[config.mk]
export PLATFORM = sky130hd
export DESIGN_NAME = phbp_front
export DESIGN_NICKNAME = d
export VERILOG_FILES = /design/src/rtl/core/phbp_pkg.sv /design/src/rtl/core/phbp_front.sv
export SDC_FILE = /design/constraint.sdc
export NUM_CORES = 1
export LEC_CHECK = 0
export BUFFER_PORTS_ARGS = -buffer_cell sky130_fd_sc_hd__buf_2
export CORE_MARGIN = 5
export CORE_UTILIZATION = 49
export DETAILED_ROUTE_END_ITERATION = 12
export PLACE_DENSITY = 0.76
export SETUP_SLACK_MARGIN = 0.5
export SYNTH_ARGS = -nofsm -noshare
export SYNTH_HDL_FRONTEND = slang
export SYNTH_SLANG_ARGS = --single-unit
[constraint.sdc]
create_clock -name clk -period 5.4 [get_ports clk]
set_clock_uncertainty 0.05 [all_clocks]
set_input_delay 0.54 -clock clk [delete_from_list [all_inputs] [get_ports clk]]
set_output_delay 0.54 -clock clk [all_outputs]
set_load 0.01 [all_outputs]
[src/rtl/core/phbp_pkg.sv]
// Shared types, constants and hash functions of the path-history branch predictor.
package phbp_pkg;

  localparam int unsigned PendingDepthDefault = 64;
  localparam int unsigned TableDepth = 256;

  localparam logic [1:0] FuncNone    = 2'd0;
  localparam logic [1:0] FuncBranch  = 2'd1;
  localparam logic [1:0] FuncOther   = 2'd2;
  localparam logic [1:0] FuncInvalid = 2'd3;

  localparam logic [2:0] RegFamily  = 3'd0;
  localparam logic [2:0] RegHash    = 3'd1;
  localparam logic [2:0] RegScope   = 3'd2;
  localparam logic [2:0] RegDelay   = 3'd3;
  localparam logic [2:0] RegBarrier = 3'd4;

  localparam logic [3:0] FamBimodal = 4'd0;
  localparam logic [3:0] FamGshare  = 4'd1;
  localparam logic [3:0] FamLastTgt = 4'd2;
  localparam logic [3:0] FamSrcPath = 4'd3;
  localparam logic [3:0] FamTgtPath = 4'd4;
  localparam logic [3:0] FamNextPc  = 4'd5;
  localparam logic [3:0] FamEdge    = 4'd6;
  localparam logic [3:0] FamTgtLast = 4'd7;
  localparam logic [3:0] FamTgtRoll = 4'd8;

  localparam logic [1:0] HashLow8  = 2'd0;
  localparam logic [1:0] HashFold8 = 2'd1;
  localparam logic [1:0] HashFold4 = 2'd2;
  localparam logic [1:0] HashFold2 = 2'd3;

  localparam logic [1:0] ScopeNone   = 2'd0;
  localparam logic [1:0] ScopeBranch = 2'd1;

  typedef struct packed {
    logic [1:0]  func;
    logic        taken;
    logic [31:0] source_address;
    logic [31:0] target_address;
    logic [31:0] next_address;
    logic [63:0] instruction_number;
  } in_item_t;

  typedef struct packed {
    logic       pred_taken;
    logic       mispredicted;
    logic [7:0] table_index;
    logic [1:0] counter_value;
    logic       update_dropped;
  } out_item_t;

  typedef struct packed {
    logic [3:0] family;
    logic [1:0] hash_mode;
    logic [1:0] scope_sel;
    logic [7:0] update_delay;
    logic       barrier;
  } cfg_t;

  // queued update: path flag, direction flag, path hash, taken, counter, index
  typedef struct packed {
    logic       pth;
    logic       dir;
    logic [7:0] hash;
    logic       taken;
    logic [1:0] ctr;
    logic [7:0] idx;
  } upd_t;

  // front-to-back item: classified event
  typedef struct packed {
    logic [1:0]  kind;
    logic        taken;
    logic [7:0]  pc_idx;
    logic [7:0]  hash;
    logic        pth;
    logic [63:0] num;
  } ev_t;

  typedef enum logic [2:0] {
    BkIdle, BkDrainPre, BkLookup, BkResolve, BkDrainPost, BkFlush, BkOut
  } bk_state_t;

  function automatic logic [3:0] fam_eff(input logic [3:0] f);
    return (f <= FamTgtRoll) ? f : FamBimodal;
  endfunction

  function automatic logic with_history(input logic [3:0] f);
    logic [3:0] e;
    e = fam_eff(f);
    return e != FamBimodal && e != FamTgtLast && e != FamTgtRoll;
  endfunction

  function automatic logic with_path(input logic [3:0] f);
    logic [3:0] e;
    e = fam_eff(f);
    return e != FamBimodal && e != FamGshare;
  endfunction

  function automatic logic target_family(input logic [3:0] f);
    logic [3:0] e;
    e = fam_eff(f);
    return e == FamLastTgt || e == FamTgtPath || e == FamTgtLast || e == FamTgtRoll;
  endfunction

  function automatic logic [7:0] fold8(input logic [31:0] a);
    return a[9:2] ^ {4'd0, a[13:10]};
  endfunction

  function automatic logic [7:0] hash_target(input logic [31:0] a, input logic [1:0] m);
    logic [29:0] w;
    logic [7:0]  r;
    w = a[31:2];
    case (m)
      HashLow8:  r = w[7:0];
      HashFold4: r = {4'd0, w[3:0] ^ w[7:4] ^ w[11:8]};
      HashFold2: r = {6'd0, w[1:0] ^ w[3:2] ^ w[5:4] ^ w[7:6] ^ w[9:8] ^ w[11:10]};
      default:   r = fold8(a);
    endcase
    return r;
  endfunction

  function automatic logic [7:0] spread_path(input logic [7:0] p, input logic [1:0] m);
    logic [7:0] r;
    case (m)
      HashFold4: r = {p[3:0], p[3:0]};
      HashFold2: r = {p[1:0], p[1:0], p[1:0], p[1:0]};
      default:   r = p;
    endcase
    return r;
  endfunction

  function automatic logic [7:0] path_next(input logic [7:0] p, input logic [7:0] h,
                                           input logic [3:0] f, input logic [1:0] m);
    logic [3:0] e;
    logic [7:0] r;
    e = fam_eff(f);
    if (e == FamLastTgt || e == FamTgtLast) begin
      r = h;
    end else if (m == HashFold2) begin
      r = {6'd0, {p[0], p[1]} ^ h[1:0]};
    end else if (m == HashFold4) begin
      r = {4'd0, {p[2:0], p[3]} ^ h[3:0]};
    end else begin
      r = {p[6:0], p[7]} ^ h;
    end
    return r;
  endfunction

endpackage

[src/rtl/core/phbp_front.sv]
// Front end: accepts events, classifies them and computes the path hash.
module phbp_front
  import phbp_pkg::*;
(
  input  logic     clk,
  input  logic     rst_n,
  input  cfg_t     cfg,
  input  logic     in_valid,
  output logic     in_stall,
  input  in_item_t in_data,
  output logic     ev_valid,
  input  logic     ev_ready,
  output ev_t      ev_data
);

  // two-entry queue toward the back end
  ev_t        q_r [2];
  logic       wp_r, wp_nxt, rp_r, rp_nxt;
  logic [1:0] cnt_r, cnt_nxt;
  ev_t        ev_new;
  logic       push, pop;
  logic [1:0] kind;
  logic       pth;

  always_comb begin
    kind = (in_data.func == FuncInvalid) ? FuncNone : in_data.func;
    pth = with_path(cfg.family) && kind != FuncNone && cfg.scope_sel != ScopeNone;
    if (cfg.scope_sel == ScopeBranch && kind != FuncBranch) pth = 1'b0;
    if (target_family(cfg.family) && !in_data.taken) pth = 1'b0;
    ev_new.kind   = kind;
    ev_new.taken  = in_data.taken;
    ev_new.pc_idx = in_data.source_address[9:2];
    ev_new.pth    = pth;
    ev_new.num    = in_data.instruction_number;
    case (fam_eff(cfg.family))
      FamLastTgt, FamTgtPath, FamTgtLast, FamTgtRoll:
        ev_new.hash = hash_target(in_data.target_address, cfg.hash_mode);
      FamSrcPath: ev_new.hash = fold8(in_data.source_address);
      FamNextPc:  ev_new.hash = fold8(in_data.next_address);
      FamEdge:    ev_new.hash = fold8(in_data.source_address) ^ fold8(in_data.next_address);
      default:    ev_new.hash = 8'd0;
    endcase
  end

  assign in_stall = (cnt_r == 2'd2);
  assign push     = in_valid && !in_stall;
  assign ev_valid = (cnt_r != 2'd0);
  assign ev_data  = q_r[rp_r];
  assign pop      = ev_valid && ev_ready;

  always_comb begin
    wp_nxt  = push ? ~wp_r : wp_r;
    rp_nxt  = pop ? ~rp_r : rp_r;
    cnt_nxt = cnt_r + {1'b0, push} - {1'b0, pop};
  end

  always_ff @(posedge clk) begin
    if (!rst_n) begin
      wp_r  <= 1'b0;
      rp_r  <= 1'b0;
      cnt_r <= 2'd0;
    end else begin
      wp_r  <= wp_nxt;
      rp_r  <= rp_nxt;
      cnt_r <= cnt_nxt;
    end
  end

  always_ff @(posedge clk) begin
    if (push) q_r[wp_r] <= ev_new;
  end

endmodule

* Yosys cells after proc, flatten, opt, wreduce, memory -nomap -nowiden *
Memory sizes are Yosys's and may differ from the RTL's. A register that Yosys moved wholly into a read port is not among the register bits.
Index checks and enable logic that the tools add are counted.

operators by class
  add/sub/neg operators = 2
  $mul = 0
  div/mod/pow operators = 0
  $lt $le $gt $ge = 1
  equal/unequal tests = 14
  shift operators = 0
  multiplexer cells = 10
  bitwise gates (word level) = 13
  reductions and logical operators = 18

operators with widths
  cell                  count
  $pmux W8 S4           1
  $pmux W8 S3           1
  $xor A8 B4 Y8         3
  $eq A4 B3 Y1 const B  4
  $xor A2 B2 Y2         5
  $eq A2 B2 Y1 const B  4
  $eq A4 B2 Y1 const B  2
  $xor A4 B4 Y4         2
  $xor A8 B8 Y8         1
  $logic_and A1 B1 Y1   7
  $mux W1               6
  $reduce_bool A2 Y1    3
  $eq A4 B4 Y1 const B  1
  $le A4 B4 Y1 const B  1
  $mux W4               1
  $ne A4 B1 Y1 const B  1
  $reduce_bool A4 Y1    1
  $reduce_or A4 Y1      1
  $logic_or A1 B1 Y1    3
  $add A2 B1 Y2         1
  $eq A2 B1 Y1 const B  1
  $logic_not A1 Y1      2
  $logic_not A2 Y1      1
  $mux W2               1
  other kinds (3)       4

storage, ports and cells
  bits in registers = 4
  latch bits = 0
  bits in writable memories = 168
  bits in read-only memories = 0
  word-level logic and storage cells = 62
  memories kept = 1

memory list
  name  depth  width  rd ports  clocked after Yosys merged registers in  write ports  RTL line          text
  q_r   2      84     1         1                                        1            phbp_front.sv:17  ev_t q_r [2];

* Logic depth before layout (Yosys ltp) *
Gate-level depths: netlist (run 1).

  depth in word-level cells = 8
  mapped depth = 8
  mapped depth without buffers = 8

* Worst setup path after synthesis (run 1) *
OpenSTA, ideal clock, no wires.

  path kind = input-to-reg
  start = input in_valid
  end = memory q_r[0][0] (netlist bit) (enable)
  data arrival time = 4144 ps
  required time = 4822 ps
  slack = 678 ps
  stages on the path = 2
  path through = nand2_1 > nor2_1

on the way
  cells in the longest elaborated chain, start to end = 3

RTL lines
  element                        RTL line          text
  start, declared                phbp_front.sv:8   input logic in_valid,
  $logic_and A1 B1 Y1            phbp_front.sv:46  assign push = in_valid && !in_stall;
  $mux W1                        phbp_front.sv:70  if (push) q_r[wp_r] <= ev_new;
  $mux W1 (implied by the code)  phbp_front.sv:70
  end, declared                  phbp_front.sv:17

No other way between the ends.

==> results of run 1 <==
==> power breakdown <==
group	internal, W	total [W]	switching, W
clock network	0.000590	0.00107	0.000482
registers	0.00167	0.00179	0.000116
logic	0.000414	0.000812	0.000399
total	0.00268	0.00367	0.000997
==> sequential cells by signal, indices dropped and copies added, names as in the netlist, named ones only <==
signal  cells
wp_r        1
rp_r        1
q_r       168
cnt_r       2
==> stage by stage <==
step                      setup slack (ns)  cell area (sq um)  hold slack, ns  utilization [%]  power [W]
final                                 2.65               8780           0.264             61.1    0.00367
after global routing                  2.55               8780           0.230             61.1    0.00385
after CTS                             2.63               8780           0.235             61.1    0.00373
after detailed placement              3.08               8250           0.481             57.4    0.00265
after global placement                3.10               8250           0.471             57.4    0.00262
after floorplan                      0.678               7080           0.454                -    0.00232
==> cell type report <==
type / instances / area (sq um)
inverters: 8 / 30.0
clock inverters: 12 / 91.3
fillers: 1116 / 5590
well taps: 184 / 230
multi-input cells: 203 / 1820
flip-flops and latches: 173 / 5150
repair buffers: 203 / 1020
clock buffers: 20 / 437
==> synth_stat cells (2+ instances only) <==
cell type | count | area, sq um
a21o_1 | 2 | 15.0
a21oi_1 | 14 | 70.1
a22oi_1 | 4 | 30.0
and2_1 | 4 | 25.0
buf_2 | 10 | 50.1
buf_6 | 3 | 33.8
dfxtp_1 | 5 | 100
edfxtp_1 | 168 | 5040
ha_1 | 4 | 50.1
inv_1 | 8 | 30.0
mux2_2 | 84 | 946
mux2i_1 | 2 | 20.0
nand2_1 | 5 | 18.8
nand2b_1 | 2 | 12.5
nand3_1 | 3 | 15.0
nand3b_1 | 3 | 22.5
nor2_1 | 6 | 22.5
nor2b_1 | 4 | 25.0
nor3_1 | 3 | 15.0
o21ai_0 | 11 | 55.1
o21ai_1 | 5 | 25.0
o22a_1 | 2 | 17.5
o22ai_1 | 4 | 25.0
xnor2_1 | 20 | 175
xor2_1 | 4 | 35.0
xor2_2 | 2 | 32.5
==> cell families (layout without fill, tap and decap cells) <==
logic type | count (synthesis) | after routing | share of synthesized area [%]
multiplexers | 86 | 86 | 13.7
adder cells (fa/ha/maj) | 4 | 4 | 0.707
XOR/XNOR | 26 | 26 | 3.43
flip-flops | 173 | 173 | 72.7
AO/OA/AOI/OAI | 46 | 46 | 3.87
AND/OR/NAND/NOR | 41 | 41 | 3.91
buffers and inverters | 22 | 243 | 1.72
==> worst paths after layout <==
path	startpoint	end	slack, ns	cells after the start
worst max-delay path	register	ev_data[67]	2.65	2
worst min-delay path	in_data[35]	q_r[1][35]$_DFFE_PP_	0.26	1
worst max register to register	cnt_r[0]$_SDFF_PN0_	q_r[1][13]$_DFFE_PP_	3.28	3
worst min register to register	rp_r$_SDFFE_PN0P_	register	0.50	2
==> layer usage <==
metal / vias up / part of all wire, % / global-route usage, %
met5: - / 0 / 0
met4: 0 / 1.1 / 4.95
met3: 14 / 10 / 6.26
met2: 155 / 49 / 27.2
met1: 1976 / 40 / 19.9
li1: 1949 / - / -
==> out/results.tsv, run 1 <==
metric	value	unit
status	finished, final reports clean	
first-pass GRT wire length	21100	um
Slew Viols, Final	0	
Die Wd	130	um
Skew-Pair Late Insertion Delay	0.41	ns
Initial Utilization	49.2	%
via count	4094	
crit path launch type	register	
Buffers & Inverters on Critical Path	1	
clock buffer count from CTS	17	
Max Cap Viol	0	
port bufs	200	
total track usage	16.3	%
RSZ-0062 raised after global routing	false	
initial antenna violation count	0	
minimum clock period	2.75	ns
htree depth	4	
drt pass-1 iters	4	
fmax	363	MHz
VDD IR-drop max	0.238	mV
wire per inst	17.4	um
GP Congestion	0.813	
worst-case clock buffer depth	2	
Cell Chain, Critical Path	mux2_2 -> buf_2	
Post-synth top flop	edfxtp_1	
post-cts sizing count	0	
CTS tree	built	
Rows	44	
largest net degree at the start of global routing	85	
DRC Markers	0	
distinct cell type count after synthesis	42	
most frequent cells in the layout	200 x buf_2, 168 x edfxtp_1, 84 x mux2_2, 20 x xnor2_1, 17 x clkbuf_16	
final setup vio count	0	
clk sinks	173	
Leak	3.32	nW
Reg clk slew, reported paths	0.06	ns
critical-path maximum fanout	84	
core area	14400	sq um
CP peak stage delay	1.05	ns
post-synthesis sequential area ratio	72.7	%
Crit path required time	4.81	ns
Slew @ Worst Pin	1.15	ns
PD cells	418	nW/um^2
WS Path Type	reg2out	
Post-Place Cells	771	
Critical Path End Type	output pin	
Slew HR	23.4	%
ratio of cells with drive above 1 in the final layout	52.8	%
setup bufs post-CTS	0	
Final Non-Filler Cells	803	
drt initial violations	213	
area of the die	16900	sq um
drt via density	5.10	
Arr. time, crit path	2.16	ns
EDFF count, synth	168	
GR Overflow Total	0	
post-layout net count	794	
Synth Instances	398	
Final HPWL DP	9910	um
Synth warnings	0	
CP top delay family	flip-flops	
final wirelength	13900	um
Area growth syn-to-layout	24.1	%
Inserted Diodes	0	
area of the mapped netlist	7080	sq um
Root Driver	clkbuf_16	
syn_nets	586	
hold buffers post-CTS	0	
die height	130	um
final worst path period share	51.0	%
worst min path class	in2reg	
DRT antenna net count	0	
register bit total from synthesis	173	
Mapped Avg Cell Area	17.8	sq um
final setup TNS	0	ns
I/O pins	270	
final hold violations	0	
Worst path slowest cell	dfxtp_4	
async set-or-reset flop fraction in the synthesized netlist	0	%
number of global-route vias before repair	4218	
commonest non-fill, non-tap cell in the layout	buf_2	
No activity file was read; power rests on OpenSTA's default activity.
==> inputs of run 2 (changes only) <==
clock period = 2.8 ns   (was 5.4 ns; I/O delays follow)
==> run 2 against run 1 <==
  * Die area unchanged
  * Hold slack worse by 0.24 ns
  * Register-to-register slack worse by 2.4 ns
  * Worst setup slack worse by 1.9 ns
==> out/results.tsv, run 2 (synthesis results as in run 1) <==
metric	value	unit	change
top flop regs	q_r x168, cnt_r x2		unchanged
wl on met1	5640	um	was 5530 um
wire per inst	17.2	um	was 17.4 um
critical-path maximum fanout	21		was 84
crit path launch type	register		unchanged
worst-case clock buffer depth	2		unchanged
Initial Utilization	49.2	%	unchanged
Biggest register	q_r		unchanged
met2 WL	7600	um	was 6850 um
GR Overflow Total	0		unchanged
Cell Chain, Critical Path	buf_4 -> mux2_2 -> buf_2		was mux2_2 -> buf_2
GP Congestion	0.886		was 0.813
worst min path class	in2reg		unchanged
core area	14400	sq um	unchanged
DRC Markers	0		unchanged
Max Used Layer	met4		unchanged
final setup TNS	0	ns	unchanged
Leak	3.65	nW	was 3.32 nW
drt pass-1 iters	6		was 4
Slew HR	54.7	%	was 23.4%
area of the die	16900	sq um	unchanged
WS Path Type	reg2out		unchanged
Inserted Diodes	0		unchanged
status	finished, final reports clean		unchanged
final wirelength	14900	um	was 13900 um
Slew @ Worst Pin	0.679	ns	was 1.15 ns
Slew Viols, Final	0		unchanged
final setup vio count	0		unchanged
VDD IR-drop max	0.380	mV	was 0.238 mV
htree depth	4		unchanged
CTS tree	built		unchanged
Root Driver	clkbuf_16		unchanged
final hold violations	0		unchanged
Reg clk slew, reported paths	0.06	ns	about the same
drt initial violations	233		was 213
number of global-route vias before repair	4615		was 4218
Worst path slowest cell	dfxtp_4		unchanged
Die Wd	130	um	unchanged
clock buffer count from CTS	17		unchanged
I/O pins	270		unchanged
first-pass GRT wire length	22900	um	was 21100 um
RSZ-0062 raised after global routing	false		unchanged
Area growth syn-to-layout	34.4	%	was 24.1%
Max Cap Viol	0		unchanged
Rows	44		unchanged
met3 wire len	1370	um	was 1420 um
clk sinks	173		unchanged
Arr. time, crit path	1.77	ns	was 2.16 ns
Final HPWL DP	9960	um	was 9910 um
post-layout net count	858		was 794
CP peak stage delay	0.48	ns	was 1.05 ns
fmax	476	MHz	
Skew-Pair Late Insertion Delay	0.41	ns	about the same
post-route cell area	9510	sq um	was 8780 sq um
Critical Path End Type	output pin		unchanged
Post-DP Area	8290	sq um	was 8250 sq um
die height	130	um	unchanged
setup bufs post-CTS	0		unchanged
PD cells	785	nW/um^2	was 418 nW/um^2
largest net degree at the start of global routing	54		was 85
commonest non-fill, non-tap cell in the layout	buf_2		unchanged
Worst Hold Margin	0.0255	ns	was 0.264 ns
minimum clock period	2.10	ns	
most frequent cells in the layout	200 x buf_2, 168 x edfxtp_1, 84 x mux2_2, 62 x dlygate4sd3_1, 20 x xnor2_1		was 200 x buf_2, 168 x edfxtp_1, 84 x mux2_2, 20 x xnor2_1, 17 x clkbuf_16
Largest register FFs	168		unchanged
ratio of cells with drive above 1 in the final layout	48.5	%	was 52.8%
DRT antenna net count	0		unchanged
total track usage	17.7	%	was 16.3%
final worst path period share	75.1	%	
port bufs	200		unchanged
via count	4378		was 4094
Crit path required time	2.47	ns	was 4.81 ns
initial antenna violation count	0		unchanged
drt via density	5.05		was 5.10
-- run 2: cell types whose count changed in the layout (fill, tap and decap cells not counted), sizes merged --
cell	before	now
dlygate4sd3	0	62
bufinv	0	3
clkbuf	20	17
clkinv	4	7
clkinvlp	6	3
buf	203	205
-- run 2: final timing paths --
| kind | from | endpoint | slack [ns] | cells after the start |
|---|---|---|---|---|
| setup reg to reg | cnt_r[1]$_SDFF_PN0_ | cnt_r[1]$_SDFF_PN0_ | 0.92 | 8 |
| hold reg to reg | rp_r$_SDFFE_PN0P_ | rp_r$_SDFFE_PN0P_ | 0.52 | 2 |
| hold / removal | in_data[130] | q_r[0][73]$_DFFE_PP_ | 0.03 | 1 |
| setup / recovery | register | ev_data[67] | 0.70 | 3 |
-- run 2: layer usage --
metal	global-route usage, %	vias to the layer above
li1	-	2072
met1	20.5	2093
met2	30.8	194
met3	5.73	19
met4	6.30	0
met5	0	-
-- run 2: worst max-delay path: cells and delay by family, from the launching register on --
kind / cells / cell delay [ns]
buffers and inverters: 2 / 0.48
DFF: 1 / 0.48
muxes: 1 / 0.38
-- run 2: timing repair --
| item | in CTS | in global routing |
|---|---|---|
| hold endpoints to repair | 118 | 3 |
| hold buffers | 60 | 2 |
| gates resized for setup | 0 | 0 |
-- run 2: final cells by class --
type,instances,area (sq um)
Clock buffer,17,425
Clock inverter,15,170
Fill cell,1008,4860
Inverter,8,30.0
Multi-Input combinational cell,203,1820
Sequential cell,173,5150
Tap cell,184,230
Timing Repair Buffer,267,1680
-- run 2: stage by stage --
| step | worst slack, ns | cells | utilization (%) | power [W] |
|---|---|---|---|---|
| 3_5_place_dp | 0.917 | 773 | 57.7 | 0.00514 |
| 2_1_floorplan | 0.516 | 398 | - | 0.00444 |
| 6_report | 0.698 | 867 | 66.2 | 0.00746 |
| 5_1_grt | 0.606 | 867 | 66.2 | 0.00781 |
| 3_3_place_gp | 0.966 | 773 | 57.7 | 0.00508 |
| 4_1_cts | 0.654 | 865 | 66.0 | 0.00755 |
-- run 2: power by group --
group | internal (W) | total (W) | switching (W)
registers | 0.00323 | 0.00333 | 0.000104
clock network | 0.00140 | 0.00233 | 0.000934
logic | 0.000876 | 0.00180 | 0.000925
==> inputs of run 3 (changes only) <==
ABC_AREA = 1   (was not set)
CORE_UTILIZATION = 44   (was 49)
PLACE_DENSITY = 0.72   (was 0.76)
clock period = 1.9 ns   (was 2.8 ns; I/O delays follow)
==> run 3 against run 2 <==
  * Worst setup slack worse by 0.67 ns
  * Cell count increased by 21%
  * Sequential cell count is the same
  * Register-to-register slack worse by 0.71 ns
  * Combinational power increased to 2.7 times the previous value
  * Die area is 12% higher
  * Hold slack improved by 0.040 ns
  * Sequential power grew 52%
  * Critical path type unchanged
  * Largest cell class unchanged
==> out/results.tsv, run 3 <==
metric	value	unit	change
largest net degree at the start of global routing	53		was 54
most frequent cells in the layout	168 x edfxtp_1, 157 x buf_2, 74 x dlygate4sd3_1, 65 x nand2_1, 60 x buf_6		was 200 x buf_2, 168 x edfxtp_1, 84 x mux2_2, 62 x dlygate4sd3_1, 20 x xnor2_1
post-synthesis sequential area ratio	71.8	%	was 72.7%
core area	15900	sq um	was 14400 sq um
port bufs	200		unchanged
GR Overflow Total	0		unchanged
DP Worst Slack	0.0335	ns	was 0.917 ns
drt via density	5.00		was 5.05
Skew-Pair Late Insertion Delay	0.43	ns	was 0.41 ns
Mapped Avg Cell Area	15.0	sq um	was 17.8 sq um
largest family of logic cells by synthesized area	multiplexers		unchanged
Max Used Layer	met4		unchanged
RSZ-0062 raised after global routing	true		was false
ratio of cells with drive above 1 in the final layout	48.0	%	was 48.5%
PD cells	1200	nW/um^2	was 785 nW/um^2
Final HPWL DP	11000	um	was 9960 um
Area contributors post-synth	edfxtp_1 70%, mux2_2 13%, nand2_1 3.5%		was edfxtp_1 71%, mux2_2 13%, xnor2_1 2.5%
Largest register FFs	168		unchanged
register bit total from synthesis	173		unchanged
dominant cell type by area after synthesis	edfxtp_1		unchanged
met3 wire len	1600	um	was 1370 um
met2 WL	10600	um	was 7600 um
Slew @ Worst Pin	0.436	ns	was 0.679 ns
P_int	0.00968	W	was 0.00550 W
Synth Area in XOR/XNOR	1.83	%	was 3.43%
GP Congestion	0.920		was 0.886
Area growth syn-to-layout	56.7	%	was 34.4%
total track usage	17.3	%	was 17.7%
post-layout net count	1005		was 858
Arr. time, crit path	1.63	ns	was 1.77 ns
wl on met1	7720	um	was 5640 um
final wirelength	20300	um	was 14900 um
Commonest cells post-synth	168 x edfxtp_1, 84 x mux2_2, 67 x nand2_1		was 168 x edfxtp_1, 84 x mux2_2, 20 x xnor2_1
fin util	70.4	%	was 66.2%
CTS tree	built		unchanged
drt pass-1 iters	5		was 6
crit path launch type	register		unchanged
worst min path class	in2reg		unchanged
commonest non-fill, non-tap cell in the layout	edfxtp_1		was buf_2
syn_nets	664		was 586
Compound-Gate Fraction of Synth Area	2.08	%	was 3.87%
top flop regs	q_r x168, cnt_r x2		unchanged
Reg clk slew, reported paths	0.07	ns	was 0.06 ns
EDFF count, synth	168		unchanged
DRC Markers	0		unchanged
Clk pwr share	26.8	%	was 31.3%
Synth Area in Adders	0.699	%	was 0.707%
initial antenna violation count	0		unchanged
DRT antenna net count	0		unchanged
Leak	4.59	nW	was 3.65 nW
first-pass GRT wire length	25100	um	was 22900 um
VDD IR-drop max	1.01	mV	was 0.380 mV
Synth warnings	0		unchanged
Synth Instances	476		was 398
Final Non-Filler Cells	1046		was 867
simple-gate share of the synthesized area	7.76	%	was 3.91%
die height	138	um	was 130 um
Synth top area share	70.4	%	was 71.3%
Slew HR	70.9	%	was 54.7%
async set-or-reset flop fraction in the synthesized netlist	0	%	unchanged
Biggest register	q_r		unchanged
cell with the most instances after synthesis	edfxtp_1		unchanged
htree depth	4		unchanged
Crit path required time	1.66	ns	was 2.47 ns
final worst path period share	98.5	%	
Max Cap Viol	0		unchanged
final setup TNS	0	ns	unchanged
minimum clock period	1.87	ns	
Sequential Power Share	37.6	%	was 44.6%
setup ws final	0.0284	ns	was 0.698 ns
Slew Viols, Final	0		unchanged
mux contribution to synthesized area	13.2	%	was 13.7%
number of global-route vias before repair	5040		was 4615
Post-Place Cells	891		was 773
final hold violations	0		unchanged
area of the die	18900	sq um	was 16900 sq um
final setup vio count	0		unchanged
Rows	46		was 44
drt initial violations	254		was 233
clock buffer count from CTS	17		unchanged
sw frac	27.9	%	was 26.3%
critical-path maximum fanout	7		was 21
Die Wd	138	um	was 130 um
Critical Path End Type	output pin		unchanged
Root Driver	clkbuf_16		unchanged
I/O pins	270		unchanged
Initial Utilization	44.9	%	was 49.2%
distinct cell type count after synthesis	24		was 42
power share of the combinational group	35.6	%	was 24.1%
wire per inst	19.4	um	was 17.2 um
Inserted Diodes	0		unchanged
worst-case clock buffer depth	2		unchanged
via count	5226		was 4378
clk sinks	173		unchanged
WS Path Type	reg2out		unchanged
switching pwr	0.00375	W	was 0.00196 W
status	finished, final reports clean		unchanged
Worst Hold Margin	0.0656	ns	was 0.0255 ns
Post-synth top flop	edfxtp_1		unchanged
fmax	534	MHz	
area of the mapped netlist	7160	sq um	was 7080 sq um
-- run 3: cell types whose count changed after synthesis, sizes merged, moves of 6 or more --
cell	before	now
nand2	5	68
nand3	3	34
inv	8	32
nor2	6	23
a21oi	14	6
xnor2	20	14
-- run 3: final cells by class --
class / count / area, sq um
flip-flops and latches: 173 / 5150
clock buffers: 18 / 429
repair buffers: 332 / 3000
inverters: 32 / 125
fillers: 1017 / 4720
well taps: 216 / 270
clock inverters: 14 / 180
multi-input cells: 261 / 2060
-- run 3: critical path: stages (launching register included) --
cell	delay, ns
dfxtp_4	0.38
buf_12	0.15
clkbuf_16	0.17
mux2_2	0.36
buf_6	0.13
-- run 3: logic make-up after synthesis --
kind of cell / after synthesis
compound gates: 27
flops: 173
mux: 84
buf+inv: 42
xor+xnor: 15
fa+ha+maj: 4
simple gates: 131
-- run 3: metal layers --
metal | up-vias | GRT usage [%]
li1 | 2438 | -
met1 | 2534 | 20.6
met2 | 222 | 30.4
met3 | 32 | 4.20
met4 | 0 | 6.43
met5 | - | 0
-- run 3: final timing paths --
kind,from,slack (ns),end,depth (start not counted)
worst max-delay path,register,0.03,ev_data[33],4
worst min-delay path,in_data[71],0.07,q_r[0][70]$_DFFE_PP_,3
worst max register to register,cnt_r[1]$_SDFF_PN0_,0.21,register,10
worst min register to register,rp_r$_SDFFE_PN0P_,0.48,rp_r$_SDFFE_PN0P_,1
-- run 3: repair_timing --
action	CTS	global route
cloned	0	24
hold buffers	74	0
endpoints found under the setup margin	119	245
hold endpoints to repair	150	0
setup buffers	10	15
pin swaps	5	6
gates resized for setup	16	123
-- run 3: metrics by stage --
stage	instance area [sq um]	total power (W)
2_1_floorplan	7190	0.00676
3_3_place_gp	8530	0.00782
3_5_place_dp	8530	0.00791
4_1_cts	10000	0.0119
5_1_grt	11200	0.0140
6_report	11200	0.0134
-- run 3: power by group through the flow --
stage	clock [W]	sequential [W]	combinational, W
final	0.00360	0.00505	0.00478
after floorplan	0	0.00506	0.00170
after CTS	0.00363	0.00503	0.00320
after detailed placement	0	0.00514	0.00277
after global routing	0.00382	0.00509	0.00507
after global placement	0	0.00510	0.00272
